File: config.mk
export PLATFORM = sky130hd
export DESIGN_NAME = murmur2_64_stream_hash_unit
export DESIGN_NICKNAME = d
export VERILOG_FILES = /design/src/rtl/core/mh64_pkg.sv /design/src/rtl/core/mh64_mul.sv /design/src/rtl/core/mh64_datapath.sv /design/src/rtl/core/mh64_ctrl.sv /design/src/rtl/core/murmur2_64_stream_hash_unit.sv
export SDC_FILE = /design/constraint.sdc
export NUM_CORES = 2
export LEC_CHECK = 0
export ABC_AREA = 0
export BUFFER_PORTS_ARGS = -buffer_cell sky130_fd_sc_hd__clkbuf_2
export CORE_MARGIN = 8
export CORE_UTILIZATION = 50
export DETAILED_ROUTE_END_ITERATION = 10
export GPL_TIMING_DRIVEN = 1
export PLACE_DENSITY = 0.67
export SYNTH_ARGS = -nofsm -noshare
export SYNTH_HDL_FRONTEND = slang
export SYNTH_SLANG_ARGS = --single-unit
File: constraint.sdc
create_clock -name clock -period 19.5 [get_ports clock]
set_input_delay 1.95 -clock clock [delete_from_list [all_inputs] [get_ports clock]]
set_output_delay 1.95 -clock clock [all_outputs]
set_load 0.005 [all_outputs]
File: src/rtl/core/mh64_pkg.sv
// ============================================================================
// mh64_pkg: shared definitions for the Murmur2 64-bit hash unit
// Holds the mixing constants, the controller/datapath command and status
// structures, the multiplier operand select codes and the mixing functions.
// ============================================================================
package mh64_pkg;

   // 64-bit Murmur2 multiplier and shift-mix distance.
   localparam logic [63:0] MIX_MUL   = 64'hC6A4A7935BD1E995;
   localparam int          MIX_SHIFT = 47;

   // Operand sources for the shared constant multiplier.
   typedef enum logic [2:0] {
      OPND_TOTAL         = 3'd0,
      OPND_WORD          = 3'd1,
      OPND_MIX_PROD      = 3'd2,
      OPND_HASH_XOR_PROD = 3'd3,
      OPND_HASH_XOR_TAIL = 3'd4,
      OPND_MIX_HASH      = 3'd5
   } opnd_sel_type;

   // Commands from the controller to the datapath.
   typedef struct packed {
      logic         capture;
      logic         mul_start;
      opnd_sel_type opnd_sel;
      logic         hash_init;
      logic         hash_update;
      logic         result_store;
   } dp_cmd_type;

   // Status from the datapath to the controller.
   typedef struct packed {
      logic first;
      logic last;
      logic full;
      logic partial;
      logic mul_done;
      logic rsp_free;
   } dp_status_type;

   // Shift-mix step: v ^ (v >> 47).
   function automatic logic [63:0] shift_mix(input logic [63:0] v);
      return v ^ (v >> MIX_SHIFT);
   endfunction

   // Mask that keeps the low n bytes of a word (n from 0 to 7).
   function automatic logic [63:0] tail_mask(input logic [2:0] n);
      logic [63:0] m;
      m = '0;
      for (int i = 0; i < 8; i++) begin
         if (3'(i) < n) begin
            m[8*i +: 8] = 8'hFF;
         end
      end
      return m;
   endfunction

endpackage

File: src/rtl/core/mh64_mul.sv
// ============================================================================
// mh64_mul: iterative multiply by the Murmur2 constant, modulo 2^64
// Forms the low 64 bits of operand * MIX_MUL from three 32x32 partial
// products, one per cycle, through a single shared multiplier.
// ============================================================================
module mh64_mul
   import mh64_pkg::*;
(
   input  logic        clock,
   input  logic        reset,
   input  logic        start,
   input  logic [63:0] operand,
   output logic [63:0] product,
   output logic        done
);

   localparam logic [1:0] STEP_LO_LO = 2'd0;
   localparam logic [1:0] STEP_HI_LO = 2'd1;
   localparam logic [1:0] STEP_LO_HI = 2'd2;

   logic [63:0] opnd_ff;
   logic [63:0] opnd_in;
   logic [63:0] acc_ff;
   logic [63:0] acc_in;
   logic [1:0]  step_ff;
   logic [1:0]  step_in;
   logic        busy_ff;
   logic        busy_in;
   logic        done_ff;
   logic        done_in;
   logic [31:0] mul_x;
   logic [31:0] mul_y;
   logic [63:0] pp;

   // Pick the operand halves for this step and form one partial product.
   always_comb begin
      mul_x = (step_ff == STEP_HI_LO) ? opnd_ff[63:32] : opnd_ff[31:0];
      mul_y = (step_ff == STEP_LO_HI) ? MIX_MUL[63:32] : MIX_MUL[31:0];
      pp    = 64'(mul_x) * 64'(mul_y);
   end

   // Step sequencing and accumulation of the partial products.
   always_comb begin
      opnd_in = opnd_ff;
      acc_in  = acc_ff;
      step_in = step_ff;
      busy_in = busy_ff;
      done_in = 1'b0;
      if (start) begin
         opnd_in = operand;
         step_in = STEP_LO_LO;
         busy_in = 1'b1;
      end else if (busy_ff) begin
         if (step_ff == STEP_LO_LO) begin
            acc_in = pp;
         end else begin
            acc_in = acc_ff + {pp[31:0], 32'h0};
         end
         if (step_ff == STEP_LO_HI) begin
            busy_in = 1'b0;
            done_in = 1'b1;
         end else begin
            step_in = step_ff + 2'd1;
         end
      end
   end

   // Control registers.
   always_ff @(posedge clock) begin
      if (reset) begin
         step_ff <= STEP_LO_LO;
         busy_ff <= 1'b0;
         done_ff <= 1'b0;
      end else begin
         step_ff <= step_in;
         busy_ff <= busy_in;
         done_ff <= done_in;
      end
   end

   // Operand and accumulator registers.
   always_ff @(posedge clock) begin
      opnd_ff <= opnd_in;
      acc_ff  <= acc_in;
   end

   assign product = acc_ff;
   assign done    = done_ff;

`ifndef SYNTHESIS
   // A new multiply is never started while one is still in progress.
   a_no_start_when_busy: assert property (@(posedge clock) disable iff (reset)
      start |-> !busy_ff)
      else $error("multiply started while busy");

   // The last partial product is followed by exactly one done pulse.
   a_done_after_last_step: assert property (@(posedge clock) disable iff (reset)
      (busy_ff && !start && step_ff == STEP_LO_HI) |=> (done_ff && !busy_ff))
      else $error("multiply did not finish after its last step");
`endif

endmodule

File: src/rtl/core/mh64_datapath.sv
// ============================================================================
// mh64_datapath: registers and mixing logic of the Murmur2 64-bit hash unit
// Holds the seed, running hash, captured transaction fields and the result
// register, and feeds the shared constant multiplier.
// ============================================================================
module mh64_datapath
   import mh64_pkg::*;
(
   input  logic          clock,
   input  logic          reset,
   input  dp_cmd_type    cmd,
   output dp_status_type status,
   input  logic          csr_wr_en,
   input  logic [63:0]   csr_wr_data,
   input  logic [63:0]   req_data_word,
   input  logic [3:0]    req_valid_bytes,
   input  logic [31:0]   req_total_length,
   input  logic          req_first_word,
   input  logic          req_last_word,
   output logic          rsp_valid,
   input  logic          rsp_ready,
   output logic [63:0]   rsp_hash_value
);

   logic [63:0] seed_ff;
   logic [63:0] hash_ff;
   logic [63:0] hash_in;
   logic [63:0] word_ff;
   logic [3:0]  bytes_ff;
   logic [31:0] total_ff;
   logic        first_ff;
   logic        last_ff;
   logic [63:0] result_ff;
   logic [63:0] result_in;
   logic        rsp_valid_ff;
   logic        rsp_valid_in;
   logic        full;
   logic        partial;
   logic        empty_msg;
   logic [63:0] mul_operand;
   logic [63:0] mul_product;
   logic        mul_done;

   // Byte count classes; any count of eight or more is a full word.
   assign full      = bytes_ff[3];
   assign partial   = !bytes_ff[3] && (bytes_ff[2:0] != 3'd0);
   assign empty_msg = first_ff && !full && !partial;

   // Multiplier operand selection.
   always_comb begin
      case (cmd.opnd_sel)
         OPND_TOTAL:         mul_operand = {32'h0, total_ff};
         OPND_WORD:          mul_operand = word_ff;
         OPND_MIX_PROD:      mul_operand = shift_mix(mul_product);
         OPND_HASH_XOR_PROD: mul_operand = hash_ff ^ mul_product;
         OPND_HASH_XOR_TAIL: mul_operand = hash_ff ^ (word_ff & tail_mask(bytes_ff[2:0]));
         OPND_MIX_HASH:      mul_operand = shift_mix(hash_ff);
         default:            mul_operand = '0;
      endcase
   end

   mh64_mul u_mul (
      .clock   (clock),
      .reset   (reset),
      .start   (cmd.mul_start),
      .operand (mul_operand),
      .product (mul_product),
      .done    (mul_done)
   );

   // Running hash update.
   always_comb begin
      hash_in = hash_ff;
      if (cmd.hash_init) begin
         hash_in = seed_ff ^ mul_product;
      end else if (cmd.hash_update) begin
         hash_in = mul_product;
      end
   end

   // Result register and its valid flag; an empty message hashes to zero.
   always_comb begin
      result_in    = result_ff;
      rsp_valid_in = rsp_valid_ff && !rsp_ready;
      if (cmd.result_store) begin
         result_in    = empty_msg ? 64'h0 : shift_mix(mul_product);
         rsp_valid_in = 1'b1;
      end
   end

   // Control and architectural state.
   always_ff @(posedge clock) begin
      if (reset) begin
         seed_ff      <= '0;
         hash_ff      <= '0;
         rsp_valid_ff <= 1'b0;
      end else begin
         if (csr_wr_en) begin
            seed_ff <= csr_wr_data;
         end
         hash_ff      <= hash_in;
         rsp_valid_ff <= rsp_valid_in;
      end
   end

   // Captured transaction fields and result payload.
   always_ff @(posedge clock) begin
      if (cmd.capture) begin
         word_ff  <= req_data_word;
         bytes_ff <= req_valid_bytes;
         total_ff <= req_total_length;
         first_ff <= req_first_word;
         last_ff  <= req_last_word;
      end
      result_ff <= result_in;
   end

   always_comb begin
      status.first    = first_ff;
      status.last     = last_ff;
      status.full     = full;
      status.partial  = partial;
      status.mul_done = mul_done;
      status.rsp_free = !rsp_valid_ff || rsp_ready;
   end

   assign rsp_valid      = rsp_valid_ff;
   assign rsp_hash_value = result_ff;

`ifndef SYNTHESIS
   // A waiting result is never overwritten before it is taken.
   a_no_result_overwrite: assert property (@(posedge clock) disable iff (reset)
      cmd.result_store |-> (!rsp_valid_ff || rsp_ready))
      else $error("result register overwritten while still pending");
`endif

endmodule

File: src/rtl/core/mh64_ctrl.sv
// ============================================================================
// mh64_ctrl: sequencing state machine of the Murmur2 64-bit hash unit
// Steps each transaction through initialization, word mixing and
// finalization, issuing one constant multiply at a time to the datapath.
// ============================================================================
module mh64_ctrl
   import mh64_pkg::*;
(
   input  logic          clock,
   input  logic          reset,
   input  logic          req_valid,
   output logic          req_ready,
   output dp_cmd_type    cmd,
   input  dp_status_type status
);

   typedef enum logic [9:0] {
      ST_IDLE      = 10'b00_0000_0001,
      ST_DISPATCH  = 10'b00_0000_0010,
      ST_WAIT_INIT = 10'b00_0000_0100,
      ST_BODY      = 10'b00_0000_1000,
      ST_WAIT_W1   = 10'b00_0001_0000,
      ST_WAIT_W2   = 10'b00_0010_0000,
      ST_WAIT_H    = 10'b00_0100_0000,
      ST_FINAL     = 10'b00_1000_0000,
      ST_WAIT_F    = 10'b01_0000_0000,
      ST_STORE     = 10'b10_0000_0000
   } state_type;

   state_type state_ff;
   state_type state_in;

   // Next state and command decode.
   always_comb begin
      state_in         = state_ff;
      cmd.capture      = 1'b0;
      cmd.mul_start    = 1'b0;
      cmd.opnd_sel     = OPND_TOTAL;
      cmd.hash_init    = 1'b0;
      cmd.hash_update  = 1'b0;
      cmd.result_store = 1'b0;
      req_ready        = (state_ff == ST_IDLE);
      case (state_ff)
         ST_IDLE: begin
            if (req_valid) begin
               cmd.capture = 1'b1;
               state_in    = ST_DISPATCH;
            end
         end
         ST_DISPATCH: begin
            if (status.first) begin
               cmd.mul_start = 1'b1;
               cmd.opnd_sel  = OPND_TOTAL;
               state_in      = ST_WAIT_INIT;
            end else begin
               state_in = ST_BODY;
            end
         end
         ST_WAIT_INIT: begin
            if (status.mul_done) begin
               cmd.hash_init = 1'b1;
               state_in      = ST_BODY;
            end
         end
         ST_BODY: begin
            if (status.full) begin
               cmd.mul_start = 1'b1;
               cmd.opnd_sel  = OPND_WORD;
               state_in      = ST_WAIT_W1;
            end else if (status.partial) begin
               cmd.mul_start = 1'b1;
               cmd.opnd_sel  = OPND_HASH_XOR_TAIL;
               state_in      = ST_WAIT_H;
            end else begin
               state_in = ST_FINAL;
            end
         end
         ST_WAIT_W1: begin
            if (status.mul_done) begin
               cmd.mul_start = 1'b1;
               cmd.opnd_sel  = OPND_MIX_PROD;
               state_in      = ST_WAIT_W2;
            end
         end
         ST_WAIT_W2: begin
            if (status.mul_done) begin
               cmd.mul_start = 1'b1;
               cmd.opnd_sel  = OPND_HASH_XOR_PROD;
               state_in      = ST_WAIT_H;
            end
         end
         ST_WAIT_H: begin
            if (status.mul_done) begin
               cmd.hash_update = 1'b1;
               state_in        = ST_FINAL;
            end
         end
         ST_FINAL: begin
            if (!status.last) begin
               state_in = ST_IDLE;
            end else if (status.first && !status.full && !status.partial) begin
               state_in = ST_STORE;
            end else begin
               cmd.mul_start = 1'b1;
               cmd.opnd_sel  = OPND_MIX_HASH;
               state_in      = ST_WAIT_F;
            end
         end
         ST_WAIT_F: begin
            if (status.mul_done) begin
               state_in = ST_STORE;
            end
         end
         ST_STORE: begin
            if (status.rsp_free) begin
               cmd.result_store = 1'b1;
               state_in         = ST_IDLE;
            end
         end
         default: begin
            state_in = ST_IDLE;
         end
      endcase
   end

   always_ff @(posedge clock) begin
      if (reset) begin
         state_ff <= ST_IDLE;
      end else begin
         state_ff <= state_in;
      end
   end

`ifndef SYNTHESIS
   // Once a transaction is taken, no other is taken until it is processed.
   a_one_item_at_a_time: assert property (@(posedge clock) disable iff (reset)
      (req_valid && req_ready) |=> !req_ready)
      else $error("second transaction accepted while one is in progress");
`endif

endmodule

File: src/rtl/core/murmur2_64_stream_hash_unit.sv
// ============================================================================
// murmur2_64_stream_hash_unit: streaming 64-bit Murmur2 (shift-mix) hasher
// Takes a message as little-endian 64-bit words and returns one 64-bit hash
// per message on its last word.
// ============================================================================
//
//   Channel   Ports                        Direction  Moves
//   req       req_valid / req_ready        in         one message word
//   rsp       rsp_valid / rsp_ready        out        one finished hash
//   csr       csr_wr_en / csr_wr_data      in         hash seed write
//
// One word is processed at a time. Every multiply by the 64-bit constant runs
// through one shared 32x32 multiplier, and a word takes from none to five of
// them (one for the first word, three for a full word or one for a partial
// word, one for finalization), plus a result store on the last word. A
// finished hash waits in the output register while the next word is taken;
// only a new result stalls on it.
// Reset is synchronous and clears the seed and the running hash to zero.
//
module murmur2_64_stream_hash_unit
   import mh64_pkg::*;
(
   input  logic        clock,
   input  logic        reset,
   input  logic        csr_wr_en,
   input  logic [63:0] csr_wr_data,
   input  logic        req_valid,
   output logic        req_ready,
   input  logic [63:0] req_data_word,
   input  logic [3:0]  req_valid_bytes,
   input  logic [31:0] req_total_length,
   input  logic        req_first_word,
   input  logic        req_last_word,
   output logic        rsp_valid,
   input  logic        rsp_ready,
   output logic [63:0] rsp_hash_value
);

   dp_cmd_type    cmd;
   dp_status_type status;

   // Sequencing of each transaction.
   mh64_ctrl u_ctrl (
      .clock     (clock),
      .reset     (reset),
      .req_valid (req_valid),
      .req_ready (req_ready),
      .cmd       (cmd),
      .status    (status)
   );

   // Hash state, mixing logic and result register.
   mh64_datapath u_datapath (
      .clock            (clock),
      .reset            (reset),
      .cmd              (cmd),
      .status           (status),
      .csr_wr_en        (csr_wr_en),
      .csr_wr_data      (csr_wr_data),
      .req_data_word    (req_data_word),
      .req_valid_bytes  (req_valid_bytes),
      .req_total_length (req_total_length),
      .req_first_word   (req_first_word),
      .req_last_word    (req_last_word),
      .rsp_valid        (rsp_valid),
      .rsp_ready        (rsp_ready),
      .rsp_hash_value   (rsp_hash_value)
   );

endmodule

==> results.cfg <==
[global_route]
antenna_found_initial = 6
grt_overflow_total = 0
grt_pass1_vias = 34900
grt_use_total_pct = 29.2
grt_max_degree = 90
grt_pass1_wl_um = 224000

[finish]
drive_above_1_share_pct = 8.64
multi_input_area_um2 = 30500
syn_to_final_growth_pct = 8.29
num-nets-final = 5893
nFillCells = 8113
diodes = 0
layout.area.seq_um2 = 11700

[setup_path]
cpPeakStageDelay_ns = 0.97
critical_path_required_ns = 19.77
cp.arrival_ns = 11.30
startpoint = u_datapath.u_mul.step_ff[1]$_SDFFE_PP0P_
cp_num_buf_inv = 7
r2r-start = u_datapath.u_mul.step_ff[1]$_SDFFE_PP0P_
path_max_fanout = 16
start_kind = flip-flop
critical_path_class = reg2reg
cp_common_cell = inv_1
endpoint_kind = flip-flop
critPathTopFamily = adder cells
crit_path_top_delay_cell = mux2i_1

[clock_network]
cts.path.max_buffers = 3
clk_pin_slew_ns = 0.08
cts_hold_buf = 0
h-tree-depth = 2
cts_tree = yes
numClockSinks = 437
insertion_delay_ns = 0.57
cts_resized = 0
numCtsBuffers = 43
cts-root-buf = clkbuf_16
post-cts-setup-buffers = 0

[timing]
max_freq_mhz = 90.7
slew_headroom_pct = 20.6
tightest_slew_ns = 1.19
fin_crit_sh_pct = 56.5
layout_min_cycle_time_ns = 11.02
finClkSkew_ns = 0.0243
slew_violations = 0
fin_setup_tns_ns = 0
finalSetupViolations = 0
rsz0062_at_grt = no
final_hold_viol_count = 0

[floorplan]
start_util_pct = 50.2
core_um2 = 91100
ios = 237
dieHeight_um = 318
die_x_um = 318
row_count = 111
die_area_um2 = 101000

[route]
drtIter0Drc = 3886
drc = 0
drt_pass1_iterations = 6
via_per_inst = 5.82
vias = 34300
wl_um = 150000
wl_per_cell_um = 25.4
postRouteAntennaNets = 0

[yosys]
netlist_area_um2 = 45700
synthCells = 4533
synthArstFlopShare_pct = 0
synth_seq_area_share_pct = 25.6
synth_cell_types = 78
synthFlopType = edfxtp_1
synth_edf_count = 294
syn_area_per_cell_um2 = 10.1
synth-seq-cells = 437
yosysWarnings = 0

[place]
io_buffers = 236
place_congestion = 0.990
hpwl_um = 123000

[run_status]
status = finished, final reports clean

[run]
drv_cap = 0

[min_path]
min-delay-start = u_datapath.seed_ff[16]$_SDFFE_PP0P_
hp-class = reg2reg
==> flip-flops by register name (all words and copies together) (netlist names), 2 cells and up <==
register / count
u_datapath.word_ff: 64
u_datapath.seed_ff: 64
u_datapath.bytes_ff: 4
u_ctrl.state_ff: 10
u_datapath.hash_ff: 64
u_datapath.u_mul.step_ff: 2
u_datapath.u_mul.product: 64
u_datapath.u_mul.opnd_ff: 64
u_datapath.total_ff: 32
u_datapath.rsp_hash_value: 64
==> worst min-delay path, stage by stage (launching register included) <==
cell     delay (ns)
dfxtp_1        0.33
mux2i_1        0.06
nor2_1         0.07
==> per-stage QoR <==
stage,instance area (µm²),std cells,hold slack [ns],worst slack [ns],utilization (%)
2_1_floorplan,45700,4534,0.460,9.75,-
3_5_place_dp,48000,5816,0.481,8.69,52.7
5_1_grt,49500,5896,0.515,7.96,54.3
6_report,49500,5896,0.494,8.48,54.3
3_3_place_gp,48000,5816,0.474,8.61,52.7
4_1_cts,49500,5896,0.497,8.62,54.3
==> final timing paths <==
| path | endpoint | slack [ns] | cells after the start |
|---|---|---|---|
| max | u_datapath.u_mul.product[57]$_DFFE_PP_ | 8.48 | 36 |
| min | u_datapath.seed_ff[16]$_SDFFE_PP0P_ | 0.49 | 2 |
| max reg2reg | u_datapath.u_mul.product[57]$_DFFE_PP_ | 8.48 | 36 |
| min reg2reg | u_datapath.seed_ff[16]$_SDFFE_PP0P_ | 0.49 | 2 |
==> synthesized netlist by cell type, types with 15 or more instances <==
library cell	n	share of area, %
a211oi_1	56	0.92
a21o_1	65	1.1
a21oi_1	193	2.1
a221oi_1	24	0.46
a22oi_1	22	0.36
and2_1	96	1.3
and3_1	15	0.21
buf_1	25	0.21
clkbuf_1	139	1.1
dfxtp_1	143	6.3
edfxtp_1	294	19
fa_1	607	27
ha_1	440	12
inv_1	763	6.3
mux2i_1	98	2.1
nand2_1	318	2.6
nand2b_1	27	0.37
nand3_1	29	0.32
nand4_1	30	0.41
nor2_1	337	2.8
nor2b_1	15	0.21
nor3_1	53	0.58
o211ai_1	22	0.36
o21ai_0	154	1.7
o21bai_1	23	0.38
o22ai_1	23	0.31
or2_2	21	0.29
xnor2_1	149	2.9
xor2_1	134	2.6
==> routing by layer <==
metal  vias up  GRT usage (%)  part of all wire (%)
li1      15200              -                     -
met1     17200           40.2                    41
met2      1646           46.3                    46
met3       295           5.24                   9.0
met4         4           10.2                   4.2
met5         -              0                 0.014
==> final cells by class <==
cell class                 instances  area share, %
multi-input combinational       3148           61.6
sequential                       437           23.6
inverter                         768           5.82
timing repair buffer             277           3.02
tap                             1186           3.00
clock buffer                      56           2.42
clock inverter                    24          0.544
==> cell usage in the layout, fill, tap and decap left out, types with 143 or more instances in the layout <==
| master | n |
|---|---|
| inv_1 | 762 |
| fa_1 | 607 |
| ha_1 | 437 |
| nor2_1 | 337 |
| nand2_1 | 318 |
| edfxtp_1 | 294 |
| clkbuf_2 | 234 |
| a21oi_1 | 193 |
| o21ai_0 | 153 |
| xnor2_1 | 149 |
| dfxtp_1 | 143 |
==> logic make-up (layout without fill, tap and decap cells) <==
kind of cell / count (synthesis) / in the layout / synth area share [%]
flops: 437 / 437 / 25.6
compound gates: 700 / 700 / 9.86
mux: 109 / 109 / 2.42
buf+inv: 949 / 1125 / 7.86
other cells: 2 / 3 / 0.0164
fa+ha+maj: 1047 / 1047 / 38.6
xor+xnor: 283 / 283 / 5.42
simple gates: 1006 / 1006 / 10.2
Power is not shown: default switching activity piles up to over one toggle a cycle in this logic, so the estimate is an artifact.
